File: src/rtl/asp_pkg.sv
// ---------------------------------------------------------------------------
// asp_pkg
// Types, register indexes and the confidence mode table shared by the
// adaptive sequential prefetcher files.
// ---------------------------------------------------------------------------
package asp_pkg;

   localparam int unsigned ADDR_W      = 64;
   localparam int unsigned TID_W       = 8;
   localparam int unsigned SHIFT_W     = 4;
   localparam int unsigned DEPTH_W     = 6;
   localparam int unsigned EXTRA_W     = 5;
   localparam int unsigned CSR_IDX_W   = 2;
   localparam int unsigned CSR_DATA_W  = 6;
   localparam int unsigned REQ_DATA_W  = 72;
   localparam int unsigned RSP_DATA_W  = 80;

   localparam logic [DEPTH_W-1:0] DEPTH_CAP = 6'd32;

   localparam logic [SHIFT_W-1:0] LINE_SHIFT_RESET   = 4'd6;
   localparam logic [DEPTH_W-1:0] BASE_DEPTH_RESET   = 6'd9;
   localparam logic [EXTRA_W-1:0] STEADY_EXTRA_RESET = 5'd10;

   typedef enum logic [CSR_IDX_W-1:0] {
      CSR_LINE_SHIFT   = 2'd0,
      CSR_BASE_DEPTH   = 2'd1,
      CSR_STEADY_EXTRA = 2'd2
   } csr_index_type;

   typedef enum logic [1:0] {
      MODE_INIT       = 2'd0,
      MODE_STEADY     = 2'd1,
      MODE_TRANSIENT  = 2'd2,
      MODE_NO_PREDICT = 2'd3
   } mode_type;

   typedef enum logic {
      SEQ_IDLE = 1'b0,
      SEQ_RUN  = 1'b1
   } seq_state_type;

   // Control from the sequencer to the address unit.
   typedef struct packed {
      logic load;
      logic step;
   } addr_ctrl_type;

   function automatic mode_type next_mode(input mode_type mode, input logic hit);
      mode_type result;
      result = mode;
      if (hit) begin
         unique case (mode)
            MODE_INIT:       result = MODE_NO_PREDICT;
            MODE_STEADY:     result = MODE_TRANSIENT;
            MODE_TRANSIENT:  result = MODE_INIT;
            MODE_NO_PREDICT: result = MODE_NO_PREDICT;
         endcase
      end else begin
         unique case (mode)
            MODE_INIT:       result = MODE_TRANSIENT;
            MODE_STEADY:     result = MODE_STEADY;
            MODE_TRANSIENT:  result = MODE_STEADY;
            MODE_NO_PREDICT: result = MODE_INIT;
         endcase
      end
      return result;
   endfunction

endpackage

File: src/rtl/adaptive_sequential_prefetcher_core.sv
// ---------------------------------------------------------------------------
// adaptive_sequential_prefetcher_core
// Turns each cache access beat into a run of sequential line prefetches.
// ---------------------------------------------------------------------------
// An event beat is taken only while idle, after which the block issues its
// prefetch run through a single 64-bit stride adder, one line per cycle while
// the response side is ready. No new event is taken until the run's last
// line is issued, and an empty run never leaves the idle state;
// the depth is base_depth capped at 32, plus steady_extra on a miss seen in
// the steady mode. The last response beat of a run may still be waiting in
// the output register while the next event is taken.
module adaptive_sequential_prefetcher_core
   import asp_pkg::*;
(
   input  logic                  clock,
   input  logic                  reset,
   // Event channel.
   input  logic                  req_tvalid,
   output logic                  req_tready,
   input  logic [REQ_DATA_W-1:0] req_tdata,  // access_address, thread_id
   input  logic                  req_tuser,  // func: 0 miss, 1 hit
   // Prefetch channel.
   output logic                  rsp_tvalid,
   input  logic                  rsp_tready,
   output logic [RSP_DATA_W-1:0] rsp_tdata,  // prefetch_address, prefetch_thread,
                                             // reported_count, zero pad
   output logic                  rsp_tlast,
   // Register writes.
   input  logic                  csr_we,
   input  logic [CSR_IDX_W-1:0]  csr_index,
   input  logic [CSR_DATA_W-1:0] csr_wdata
);

   logic [SHIFT_W-1:0] line_shift_ff;
   logic [DEPTH_W-1:0] base_depth_ff;
   logic [EXTRA_W-1:0] steady_extra_ff;

   seq_state_type      state_ff, state_in;
   mode_type           mode_ff, mode_in;
   logic [DEPTH_W-1:0] depth_ff, depth_in;
   logic [DEPTH_W-1:0] count_ff, count_in;
   logic [DEPTH_W-1:0] base_ff, base_in;
   logic [TID_W-1:0]   tid_ff, tid_in;

   logic               rsp_valid_ff, rsp_valid_in;
   logic [ADDR_W-1:0]  rsp_addr_ff, rsp_addr_in;
   logic [TID_W-1:0]   rsp_tid_ff, rsp_tid_in;
   logic               rsp_last_ff, rsp_last_in;
   logic [DEPTH_W-1:0] rsp_count_ff, rsp_count_in;

   addr_ctrl_type      addr_ctrl;
   logic [ADDR_W-1:0]  next_addr;

   logic               accept;
   logic               hit;
   logic [DEPTH_W-1:0] base_eff;
   logic [DEPTH_W-1:0] run_depth;
   logic               step;
   logic               final_step;

   always_ff @(posedge clock) begin
      if (reset) begin
         line_shift_ff   <= LINE_SHIFT_RESET;
         base_depth_ff   <= BASE_DEPTH_RESET;
         steady_extra_ff <= STEADY_EXTRA_RESET;
      end else if (csr_we) begin
         unique case (csr_index)
            CSR_LINE_SHIFT:   line_shift_ff   <= csr_wdata[SHIFT_W-1:0];
            CSR_BASE_DEPTH:   base_depth_ff   <= csr_wdata;
            CSR_STEADY_EXTRA: steady_extra_ff <= csr_wdata[EXTRA_W-1:0];
            default: ;
         endcase
      end
   end

   assign req_tready = (state_ff == SEQ_IDLE);
   assign accept     = req_tvalid && req_tready;
   assign hit        = req_tuser;
   assign base_eff   = (base_depth_ff > DEPTH_CAP) ? DEPTH_CAP : base_depth_ff;
   // Capped base is at most 32 and the extra at most 31, so the sum fits.
   assign run_depth  = (!hit && mode_ff == MODE_STEADY)
                     ? base_eff + {1'b0, steady_extra_ff} : base_eff;

   assign step       = (state_ff == SEQ_RUN) && (!rsp_valid_ff || rsp_tready);
   assign final_step = step && (count_ff == depth_ff);

   assign addr_ctrl.load = accept;
   assign addr_ctrl.step = step;

   asp_addr_unit u_addr (
      .clock      (clock),
      .ctrl       (addr_ctrl),
      .load_addr  (req_tdata[ADDR_W-1:0]),
      .load_shift (line_shift_ff),
      .next_addr  (next_addr)
   );

   always_comb begin
      state_in     = state_ff;
      mode_in      = mode_ff;
      depth_in     = depth_ff;
      count_in     = count_ff;
      base_in      = base_ff;
      tid_in       = tid_ff;
      rsp_valid_in = rsp_valid_ff;
      rsp_addr_in  = rsp_addr_ff;
      rsp_tid_in   = rsp_tid_ff;
      rsp_last_in  = rsp_last_ff;
      rsp_count_in = rsp_count_ff;

      if (rsp_valid_ff && rsp_tready) begin
         rsp_valid_in = 1'b0;
      end

      unique case (state_ff)
         SEQ_IDLE: begin
            if (accept) begin
               mode_in  = next_mode(mode_ff, hit);
               depth_in = run_depth;
               count_in = {{(DEPTH_W-1){1'b0}}, 1'b1};
               base_in  = base_eff;
               tid_in   = req_tdata[ADDR_W +: TID_W];
               // An empty run updates the mode and issues nothing.
               if (run_depth != '0) begin
                  state_in = SEQ_RUN;
               end
            end
         end
         SEQ_RUN: begin
            if (step) begin
               rsp_valid_in = 1'b1;
               rsp_addr_in  = next_addr;
               rsp_tid_in   = tid_ff;
               rsp_last_in  = final_step;
               rsp_count_in = final_step ? base_ff : '0;
               count_in     = count_ff + 1'b1;
               if (final_step) begin
                  state_in = SEQ_IDLE;
               end
            end
         end
         default: state_in = SEQ_IDLE;
      endcase
   end

   always_ff @(posedge clock) begin
      if (reset) begin
         state_ff     <= SEQ_IDLE;
         mode_ff      <= MODE_INIT;
         rsp_valid_ff <= 1'b0;
      end else begin
         state_ff     <= state_in;
         mode_ff      <= mode_in;
         rsp_valid_ff <= rsp_valid_in;
      end
   end

   always_ff @(posedge clock) begin
      depth_ff     <= depth_in;
      count_ff     <= count_in;
      base_ff      <= base_in;
      tid_ff       <= tid_in;
      rsp_addr_ff  <= rsp_addr_in;
      rsp_tid_ff   <= rsp_tid_in;
      rsp_last_ff  <= rsp_last_in;
      rsp_count_ff <= rsp_count_in;
   end

   assign rsp_tvalid = rsp_valid_ff;
   assign rsp_tlast  = rsp_last_ff;
   assign rsp_tdata  = {{(RSP_DATA_W-ADDR_W-TID_W-DEPTH_W){1'b0}},
                        rsp_count_ff, rsp_tid_ff, rsp_addr_ff};

   // A nonempty run always starts the sequencer.
   a_run_starts: assert property (@(posedge clock) disable iff (reset)
      (accept && run_depth != '0) |=> (state_ff == SEQ_RUN))
      else $error("nonempty event did not start a run");

   // The beat count never passes the run length while running.
   a_count_bound: assert property (@(posedge clock) disable iff (reset)
      (state_ff == SEQ_RUN) |-> (count_ff != '0 && count_ff <= depth_ff))
      else $error("run beat count out of range");

   // The final step returns to idle with a last beat pending.
   a_final_ends: assert property (@(posedge clock) disable iff (reset)
      final_step |=> (state_ff == SEQ_IDLE && rsp_tvalid && rsp_tlast))
      else $error("run did not end on its final beat");

   // Only the last beat of a run carries a count.
   a_count_on_last: assert property (@(posedge clock) disable iff (reset)
      (rsp_tvalid && !rsp_tlast) |-> (rsp_count_ff == '0))
      else $error("count reported on a beat that is not last");

endmodule

File: src/rtl/asp_addr_unit.sv
// ---------------------------------------------------------------------------
// asp_addr_unit
// Running line address: one 64-bit adder that adds the line stride to the
// held address on every step of a prefetch run.
// ---------------------------------------------------------------------------
module asp_addr_unit
   import asp_pkg::*;
(
   input  logic              clock,
   input  addr_ctrl_type     ctrl,
   input  logic [ADDR_W-1:0] load_addr,
   input  logic [SHIFT_W-1:0] load_shift,
   output logic [ADDR_W-1:0] next_addr
);

   logic [ADDR_W-1:0] addr_ff, addr_in;
   logic [ADDR_W-1:0] stride_ff, stride_in;

   assign next_addr = addr_ff + stride_ff;

   always_comb begin
      addr_in   = addr_ff;
      stride_in = stride_ff;
      priority if (ctrl.load) begin
         addr_in   = load_addr;
         stride_in = {{(ADDR_W-1){1'b0}}, 1'b1} << load_shift;
      end else if (ctrl.step) begin
         addr_in = next_addr;
      end else begin
         addr_in = addr_ff;
      end
   end

   always_ff @(posedge clock) begin
      addr_ff   <= addr_in;
      stride_ff <= stride_in;
   end

endmodule

File: config.mk
export PLATFORM = sky130hd
export DESIGN_NAME = adaptive_sequential_prefetcher_core
export DESIGN_NICKNAME = d
export VERILOG_FILES = /design/src/rtl/asp_pkg.sv /design/src/rtl/adaptive_sequential_prefetcher_core.sv /design/src/rtl/asp_addr_unit.sv
export SDC_FILE = /design/constraint.sdc
export NUM_CORES = 1
export LEC_CHECK = 0
export BUFFER_PORTS_ARGS = -buffer_cell sky130_fd_sc_hd__clkbuf_2
export CAP_MARGIN = 10
export CORE_ASPECT_RATIO = 0.7
export CORE_MARGIN = 2
export CORE_UTILIZATION = 61
export DETAILED_ROUTE_END_ITERATION = 10
export GPL_TIMING_DRIVEN = 0
export HOLD_SLACK_MARGIN = 0.08
export PLACE_DENSITY = 0.86
export SLEW_MARGIN = 0
export SYNTH_ARGS = -nofsm -noshare
export SYNTH_HDL_FRONTEND = slang
export SYNTH_SLANG_ARGS = --single-unit
File: constraint.sdc
create_clock -name clock -period 6.35 [get_ports clock]
set_input_delay 0.635 -clock clock [delete_from_list [all_inputs] [get_ports clock]]
set_output_delay 0.635 -clock clock [all_outputs]
set_load 0.03 [all_outputs]
==> results by group, run 1 <==
Outcome
  – Status: completed

Run
  – Max-Cap Viols: 0

Critical path
  – Worst reg2reg setup slack: 3080 ps
  – Crit. Startpoint: state_ff
  – Crit path capture type: flop
  – CP endpoint: u_addr.addr_ff[52]
  – Max FO, Critical Path: 64
  – CP Launch Type: flop
  – Reg2reg path depth: 5
  – CP Data Arrival Time: 3290 ps
  – Critical path data required time: 6370 ps
  – R2R Path Start: state_ff
  – Reg-to-reg endpoint: u_addr.addr_ff[52]
  – CP Class: reg -> reg

Hold path
  – Hold crit path type: in -> reg

Timing
  – Setup TNS: 0 ps
  – Hold Slack: 312 ps
  – Worst slew margin: 0.219
  – Worst Max-Slew Pin Slew: 1160 ps
  – Fmax: 0.306 GHz
  – Period utilization: 0.515
  – Max-slew violation count: 0
  – Final setup violation count: 0
  – Hold Fails Final Rpt: 0
  – RSZ-0062 raised after global routing: false
  – Clock skew: 16.1 ps
  – Final min period: 3270 ps

Placement
  – Port-buffer cells: roughly 170
  – HPWL after detailed placement: 17400 microns
  – Placed insts: 1177
  – Placer congestion estimate: 0.931

Route
  – Routed Antenna Nets: 0
  – Vias after detailed routing: 7486
  – Routed wire length: 24200 microns
  – Vias per inst: 6.18
  – DR WL/cell: 20.0 microns
  – Drt initial violations: 836
  – First-pass detailed-route iteration total: 5
  – Drt drc: 0

Die
  – Die height: 110 microns
  – Area of the core: 15600 sq um
  – Die area: 17100 sq um
  – Io pins: 169
  – Die W: between 150 and 200 microns
  – # rows: 38
  – Initial Utilization: 0.628

Final layout
  – Finished Layout Cells: about 1200
  – Antenna diodes: 0
  – Final layout net count: 1110
  – Syn-to-layout area delta: 17.9%
  – Layout cells sized above 1: 0.244

Synth
  – Yosys warning total: 0
  – Yosys top cell by area: edfxtp_1
  – Mapped Area: 9790 sq um
  – Synth top area cells: edfxtp_1 57%, dfxtp_1 3.9%, mux2_2 3.5%
  – EDFF count, synth: 185
  – Register bit total from synthesis: 204
  – Synth cell count leaders: 185 x edfxtp_1, 90 x nand2_1, 75 x nor2_1
  – Distinct cells, synth: 63
  – Average cell area after synthesis: 12.1 sq um
  – Yosys top cell area share: 0.567
  – Most common cell in the netlist: edfxtp_1
  – Seq/Total Area, Yosys: 0.606
  – Fraction of registers with async set or reset after synthesis: 0
  – Ys flop type: edfxtp_1
  – Post-synthesis cell count: 809

Pwr
  – Seq pwr share: 0.470
  – PD cells: 335 nW/um^2
  – Total internal power: 2670 uW
  – Leak: 0.00449 uW
  – Combinational Power Share: 0.239
  – Sw Ratio: 0.309
  – Net Sw Power: 1200 uW
  – VDD IR max: approximately 0.22 mV
  – Power share of the clock group: 0.291

Clock tree
  – Longest Clk Path Bufs: 3
  – Clock sinks: ~200
  – Inserted Clock Buffers: 20
  – Clock Tree Root: clkbuf_16
  – Clock Latency Late Sink: roughly 500 ps
  – CTS clk-pin slew, worst paths: 60 ps
  – CTS HTree Levels: 1
  – CTS resizes: 0
  – Setup bufs post-CTS: 0
  – CTS tree: done
  – Cts hold-fix bufs: 0

GRT
  – Antenna violations before repair: 0
  – Grt ovf: 0
  – Number of global-route vias before repair: 6933
  – All-Layer GR Usage: 0.284
  – Pin count of the biggest net entering global routing: 69
  – First-pass GRT wire length: 37200 microns
-- sequential cells by signal, summed over array words and instances, names as in the netlist --
signal,count
state_ff,1
u_addr.addr_ff,64
depth_ff,6
base_depth_ff,6
rsp_addr_ff,64
rsp_tvalid,1
rsp_count_ff,6
rsp_tid_ff,8
line_shift_ff,4
count_ff,6
steady_extra_ff,5
u_addr.stride_ff,16
base_ff,6
mode_ff,2
tid_ff,8
rsp_tlast,1
-- layer usage --
layer	share of wire	vias to the layer above	global-route usage
li1	-	3435	-
met1	0.45	3525	0.445
met2	0.42	482	0.400
met3	0.12	44	0.0708
met4	0.019	0	0.0682
met5	0	-	0
-- power by group through the flow --
stage	Sequential, uW	Clock, uW	Combinational (uW)
detailed placement	1840	0	897
global placement	1840	0	867
finish	1820	1130	925
CTS	1810	1140	909
floorplan	1940	0	516
global route	1830	1190	996
-- logic make-up (layout without fill, tap and decap cells) --
family,count (synthesis),after routing,synth area share
simple gates,315,315,0.161
flops,204,204,0.606
compound gates,138,138,0.0951
xor+xnor,48,48,0.0429
mux,39,39,0.0437
buf+inv,39,241,0.0170
fa+ha+maj,25,25,0.0335
other cells,1,2,0.000383
-- metrics by stage --
| step | utilization | setup slack (ps) | total power (uW) | instance area [sq um] |
|---|---|---|---|---|
| global route | 0.740 | 2900 | 4020 | 11500 |
| finish | 0.740 | 3080 | 3870 | 11500 |
| detailed placement | 0.701 | 3130 | 2730 | 10900 |
| CTS | 0.740 | 3120 | 3860 | 11500 |
| global placement | 0.697 | 1630 | 2710 | 10900 |
| floorplan | - | 3040 | 2450 | 9790 |
-- layout make-up --
cell class,count,area [sq um]
flip-flops and latches,204,5940
fillers,1054,4060
multi-input cells,567,3700
repair buffers,167,873
clock buffers,23,533
well taps,200,250
plain buffers,23,108
clock inverters,12,78.8
inverters,16,62.6
-- worst max-delay path: stages, from the launching register on --
cell      delay, ps
dfxtp_1         420
clkinv_1        270
nand2_1         210
clkbuf_1        540
clkbuf_1        610
nand2_4         670
-- worst min path at each step --
stage                        startpoint             to  slack (ps)  depth (start not counted)
after floorplan               tid_ff[0]  rsp_tid_ff[0]         400                          0
after global placement        tid_ff[7]  rsp_tid_ff[7]         400                          0
after detailed placement      tid_ff[2]  rsp_tid_ff[2]         400                          0
after CTS                 req_tdata[71]      tid_ff[7]         300                          1
after global routing      req_tdata[71]      tid_ff[7]         300                          1
final                     req_tdata[71]      tid_ff[7]         310                          1
-- cell usage in the layout (no fill, tap or decap), types with 4 or more instances in the layout --
cell type and instances:
a211o_1 6, a211oi_1 4, a21o_1 9, a21oi_1 15, a31oi_1 28, and2_1 11, and3_1 10, and4_1 5
clkbuf_1 19, clkbuf_16 21, clkbuf_2 165, clkinv_1 6, clkinv_2 6, dfxtp_1 19, edfxtp_1 185, ha_1 23
inv_1 14, mux2_2 30, mux2i_1 9, nand2_1 89, nand2b_1 9, nand3_1 28, nand4_1 12, nor2_1 75
nor2b_1 10, nor3_1 16, o2111ai_1 5, o211ai_1 5, o21a_1 6, o21ai_0 33, o31ai_1 12, or3_1 20
or4_1 11, xnor2_1 36, xor2_1 12
Note: power is estimated with default switching activity, not from simulation.
==> inputs of run 2 (changes only) <==
Settings changed: ABC_AREA from default to 1, CORE_UTILIZATION 61 to 52, PLACE_DENSITY 0.86 to 0.77.
Clock period 6.35 ns to 2.96 ns, I/O delays scaled along.
==> results by group, run 2 <==
Pwr
  – Final Power: 8630 uW
  – Seq pwr share: 0.456
  – Leak: 0.00623 uW
  – Combinational Power Share: 0.259
  – PD cells: 647 nW/um^2
  – Power share of the clock group: 0.286
  – VDD IR max: about 0.40 mV
  – Total internal power: 5760 uW
  – Sw Ratio: 0.332
  – Net Sw Power: 2860 uW

Final layout
  – Layout cells sized above 1: 0.168
  – Syn-to-layout area delta: 22.0%
  – Antenna diodes: 0
  – Design area: 13300 sq um
  – Biggest regs: rsp_addr_ff (64), u_addr.addr_ff (64), u_addr.stride_ff (16)
  – Most frequent cells in the layout: 444 x nand2_1, 185 x edfxtp_1, 167 x clkbuf_2, 165 x inv_1, 115 x nand3_1
  – Most common cell after layout, fill and taps aside: nand2_1
  – Final layout net count: roughly 1600

Die
  – Initial Utilization: 0.528
  – Area of the core: ~21000 sq um
  – Die W: 177 microns
  – Die height: about 130 microns
  – Die area: 22200 sq um
  – # rows: 44
  – Io pins: 169

Route
  – Routed Antenna Nets: 0
  – Drt initial violations: 1277
  – Vias after detailed routing: 9591
  – First-pass detailed-route iteration total: 6
  – Vias per inst: between 5 and 6
  – Drt drc: 0
  – DR WL/cell: 17.2 microns
  – Routed wire length: 31100 microns

Timing
  – Period utilization: 0.889
  – Worst slew margin: 0.372
  – Fmax: 0.380 GHz
  – Final setup violation count: 0
  – RSZ-0062 raised after global routing: false
  – Setup TNS: 0 ps
  – Clock skew: 11.9 ps
  – Hold Fails Final Rpt: 0
  – Final min period: around 2600 ps
  – Max-slew violation count: 0
  – Worst Max-Slew Pin Slew: 941 ps
  – Final WS setup: around 330 ps

Outcome
  – Status: completed

Synth
  – Synth cell count leaders: 445 x nand2_1, 185 x edfxtp_1, 166 x inv_1
  – Mapped Area: 10900 sq um
  – Seq/Total Area, Yosys: 0.543
  – Synth Area in Simple Gates: 0.311
  – Most common cell in the netlist: nand2_1
  – Post-synthesis cell count: approximately 1300
  – Distinct cells, synth: 38
  – EDFF count, synth: 185
  – XOR/XNOR Fraction of Synth Area: 0.0245
  – Synth top area cells: edfxtp_1 51%, nand2_1 15%, inv_1 5.7%
  – Yosys warning total: 0
  – Yosys top cell area share: 0.508
  – Yosys top cell by area: edfxtp_1
  – Register bit total from synthesis: around 200
  – Mux cell area share after synthesis: 0
  – Fraction of registers with async set or reset after synthesis: 0
  – Synth Area in Adders: 0.0300
  – Largest family of logic cells by synthesized area: simple AND/OR/NAND/NOR gates
  – Ys flop type: edfxtp_1
  – Synth Area in Compound Gates: 0.0237
  – Average cell area after synthesis: 8.62 sq um

Critical path
  – Critical path data required time: roughly 3200 ps
  – CP Class: reg -> reg
  – Max FO, Critical Path: 5
  – CP Launch Type: flop
  – CP Data Arrival Time: 2890 ps
  – Crit path capture type: flop

Hold path
  – Hold crit path type: in -> reg

Clock tree
  – Inserted Clock Buffers: 20
  – Setup bufs post-CTS: 0
  – CTS tree: done
  – Clock Tree Root: clkbuf_16
  – CTS clk-pin slew, worst paths: about 70 ps
  – Clock sinks: 204
  – Longest Clk Path Bufs: 3
  – CTS HTree Levels: 1
  – Clock Latency Late Sink: 510 ps

GRT
  – M2 GR Usage: 0.379
  – All-Layer GR Usage: 0.282
  – Pin count of the biggest net entering global routing: 65
  – M3 GR Usage: 0.0636
  – Most Crowded Layer GR: met1
  – Met1 GRT Util: 0.455
  – First-pass GRT wire length: 48100 microns
  – Number of global-route vias before repair: 8778
  – Antenna violations before repair: 0
  – Grt ovf: 0

Placement
  – Area of placed instances: 12200 sq um
  – Port-buffer cells: about 170
  – Dpl ws: 396 ps
  – Placer congestion estimate: 0.992
  – HPWL after detailed placement: 23200 microns

Run
  – Max-Cap Viols: 0
## run 2: metrics by stage
stage | hold slack (ps) | std cells | util
detailed placement | 405 | 1715 | 0.589
finish | 85.3 | 1804 | 0.644
global route | 85.1 | 1804 | 0.644
floorplan | 365 | 1270 | -
global placement | 401 | 1712 | 0.586
CTS | 80.6 | 1804 | 0.644
## run 2: critical path: stages, from the launching register on
cell	delay [ps]
edfxtp_1	330
ha_1	170
inv_1	60
fa_1	410
nor2_1	180
nand2_1	80
nand3_2	110
nand2_1	70
nand2_1	220
nand2_1	110
nand2_1	280
nand3_1	170
and2_1	190
## run 2: power groups by stage
stage               Sequential [uW]  Combinational (uW)  Clock [uW]
CTS                            3920                2200        2490
floorplan                      4170                1240           0
detailed placement             3980                2120           0
global route                   3960                2460        2610
finish                         3930                2230        2460
global placement               3990                2060           0
## run 2: layout make-up
| type | count | area [sq um] |
|---|---|---|
| fill | 1775 | 7360 |
| clock buffer | 29 | 556 |
| buffer | 19 | 87.6 |
| multi-input combinational | 872 | 4270 |
| clock inverter | 6 | 53.8 |
| sequential | 204 | 5940 |
| inverter | 175 | 661 |
| timing repair buffer | 223 | 1430 |
| tap | 276 | 345 |
## run 2: logic make-up (layout without fill, tap and decap cells)
| group | after synthesis | count (layout) |
|---|---|---|
| xor gates and xnor gates | 28 | 28 |
| AOI/OAI and AO/OA | 48 | 48 |
| other | 1 | 2 |
| adders and majority gates | 25 | 25 |
| buffers and inverters | 194 | 452 |
| and+or+nand+nor | 769 | 769 |
| DFF | 204 | 204 |
## run 2: final timing paths
| check | cells past startpoint | start | end | slack (ps) |
|---|---|---|---|---|
| hold reg to reg | 0 | tid_ff[5] | rsp_tid_ff[5] | 420 |
| setup / recovery | 12 | u_addr.stride_ff[0] | rsp_addr_ff[38] | 330 |
| setup reg to reg | 12 | u_addr.stride_ff[0] | rsp_addr_ff[38] | 330 |
| hold / removal | 3 | req_tdata[20] | u_addr.addr_ff[20] | 90 |
## run 2: timing repair
item                                   in CTS  in global routing
gates resized for setup                     0                  0
setup endpoints to repair                   0                  0
hold buffers                               54                  0
endpoints found under the hold margin      59                  0
## run 2: routing by layer
layer	share of wire	vias to the layer above
li1	-	4617
met1	0.48	4411
met2	0.39	510
met3	0.11	53
met4	0.022	0
met5	0	-
==> inputs of run 3 (changes only) <==
Settings changed: CORE_UTILIZATION 52 to 54, CTS_BUF_LIST from default to sky130_fd_sc_hd__clkbuf_2, PLACE_DENSITY 0.77 to 0.79.
==> results by group, run 3 (synthesized netlist as in run 2, its figures left out) <==
Outcome
  – Status: completed

Pwr
  – PD cells: around 600 nW/um^2
  – Final Power: 8200 uW
  – Total internal power: ~5200 uW
  – Net Sw Power: 3030 uW
  – Combinational Power Share: 0.280
  – Power share of the clock group: 0.241
  – VDD IR max: around 0.44 mV
  – Seq pwr share: 0.479
  – Leak: 0.00643 uW
  – Sw Ratio: 0.370

Critical path
  – CP Data Arrival Time: 2930 ps
  – CP Launch Type: flop
  – Reg2reg path depth: 5
  – CP Class: reg -> reg
  – Crit path capture type: flop
  – Critical path data required time: 3250 ps
  – Max FO, Critical Path: 64

Final layout
  – Syn-to-layout area delta: 24.5%
  – Finished Layout Cells: 1892
  – Final core area utilization: 0.686
  – Design area: 13600 sq um
  – Layout cells sized above 1: 0.189
  – Final layout net count: ~1700
  – Most common cell after layout, fill and taps aside: nand2_1
  – Biggest regs: rsp_addr_ff (64), u_addr.addr_ff (64), u_addr.stride_ff (16)
  – Most frequent cells in the layout: 444 x nand2_1, 229 x clkbuf_2, 185 x edfxtp_1, 165 x inv_1, 115 x nand3_1

Hold path
  – Hold crit path type: in -> reg
  – Hold Crit Depth: 4

Timing
  – Max-slew violation count: 0
  – Worst slew margin: 0.354
  – Final min period: 2640 ps
  – Setup TNS: 0 ps
  – Period utilization: 0.892
  – RSZ-0062 raised after global routing: false
  – Clock skew: 91.0 ps
  – Hold Fails Final Rpt: 0
  – Worst Max-Slew Pin Slew: 969 ps
  – Final setup violation count: 0
  – Fmax: 0.379 GHz

Die
  – Die area: between 20000 and 25000 sq um
  – # rows: 43
  – Die height: around 120 microns
  – Die W: 174 microns
  – Initial Utilization: 0.551
  – Area of the core: 19900 sq um
  – Io pins: 169

Clock tree
  – CTS tree: done
  – CTS HTree Levels: 2
  – Longest Clk Path Bufs: 3
  – CTS clk-pin slew, worst paths: 150 ps
  – Inserted Clock Buffers: 46
  – Setup bufs post-CTS: 0
  – Clock Latency Late Sink: 840 ps
  – Clock sinks: 204
  – CTS resizes: 0
  – Cts hold-fix bufs: 96
  – Clock Tree Root: clkbuf_2

Placement
  – Placed insts: around 1700
  – Port-buffer cells: roughly 170
  – Area of placed instances: 12200 sq um
  – Placer congestion estimate: 0.984
  – HPWL after detailed placement: 23500 microns

GRT
  – Number of global-route vias before repair: ~9300
  – Pin count of the biggest net entering global routing: 65
  – Grt ovf: 0
  – All-Layer GR Usage: 0.310
  – Antenna violations before repair: 1
  – First-pass GRT wire length: 50100 microns

Route
  – Drt drc: 0
  – DR WL/cell: 17.5 microns
  – First-pass detailed-route iteration total: 5
  – Drt initial violations: between 1000 and 1500
  – Vias per inst: 5.25
  – Routed Antenna Nets: 0
  – Vias after detailed routing: 9929
  – Routed wire length: 33100 microns

Run
  – Max-Cap Viols: 0
run 3: area by class of cell:
class | instances | area (sq um)
Tap cell | 270 | 338
Timing Repair Buffer | 265 | 1850
Multi-Input combinational cell | 872 | 4270
Antenna cell | 1 | 2.50
Inverter | 175 | 661
Fill cell | 1592 | 6240
Clock inverter | 24 | 161
Sequential cell | 204 | 5940
Clock buffer | 62 | 310
Buffer | 19 | 87.6
run 3: metal layers:
metal / vias to the layer above / wire length [microns] / track usage
met5: - / 0 / 0
met4: 0 / 558 / 0.0667
met3: 58 / 3700 / 0.0790
met2: 532 / 13200 / 0.444
met1: 4567 / 15600 / 0.473
li1: 4772 / - / -
run 3: worst max-delay path, stage by stage (launching register included):
cell,delay [ps]
dfxtp_1,480
inv_1,190
nand2_1,180
buf_2,270
buf_2,400
nand2_4,570
run 3: worst paths after layout:
check / from / to / slack (ps)
max: state_ff / u_addr.addr_ff[0] / 320
min: req_tvalid / u_addr.addr_ff[32] / 170
max reg2reg: state_ff / u_addr.addr_ff[0] / 320
min reg2reg: tid_ff[0] / rsp_tid_ff[0] / 430
run 3: power groups by stage:
stage | clock network, uW | logic [uW] | registers, uW
final | 1980 | 2300 | 3930
after detailed placement | 0 | 2120 | 3980
after floorplan | 0 | 1240 | 4170
after global placement | 0 | 2050 | 3990
after global routing | 2120 | 2510 | 3960
after CTS | 1980 | 2240 | 3920
run 3: through the flow:
step / hold slack [ps] / setup slack (ps)
final: 172 / 319
after global routing: 143 / 106
after CTS: 125 / 340
after detailed placement: 405 / 373
after global placement: 401 / -1210
after floorplan: 365 / 48.2
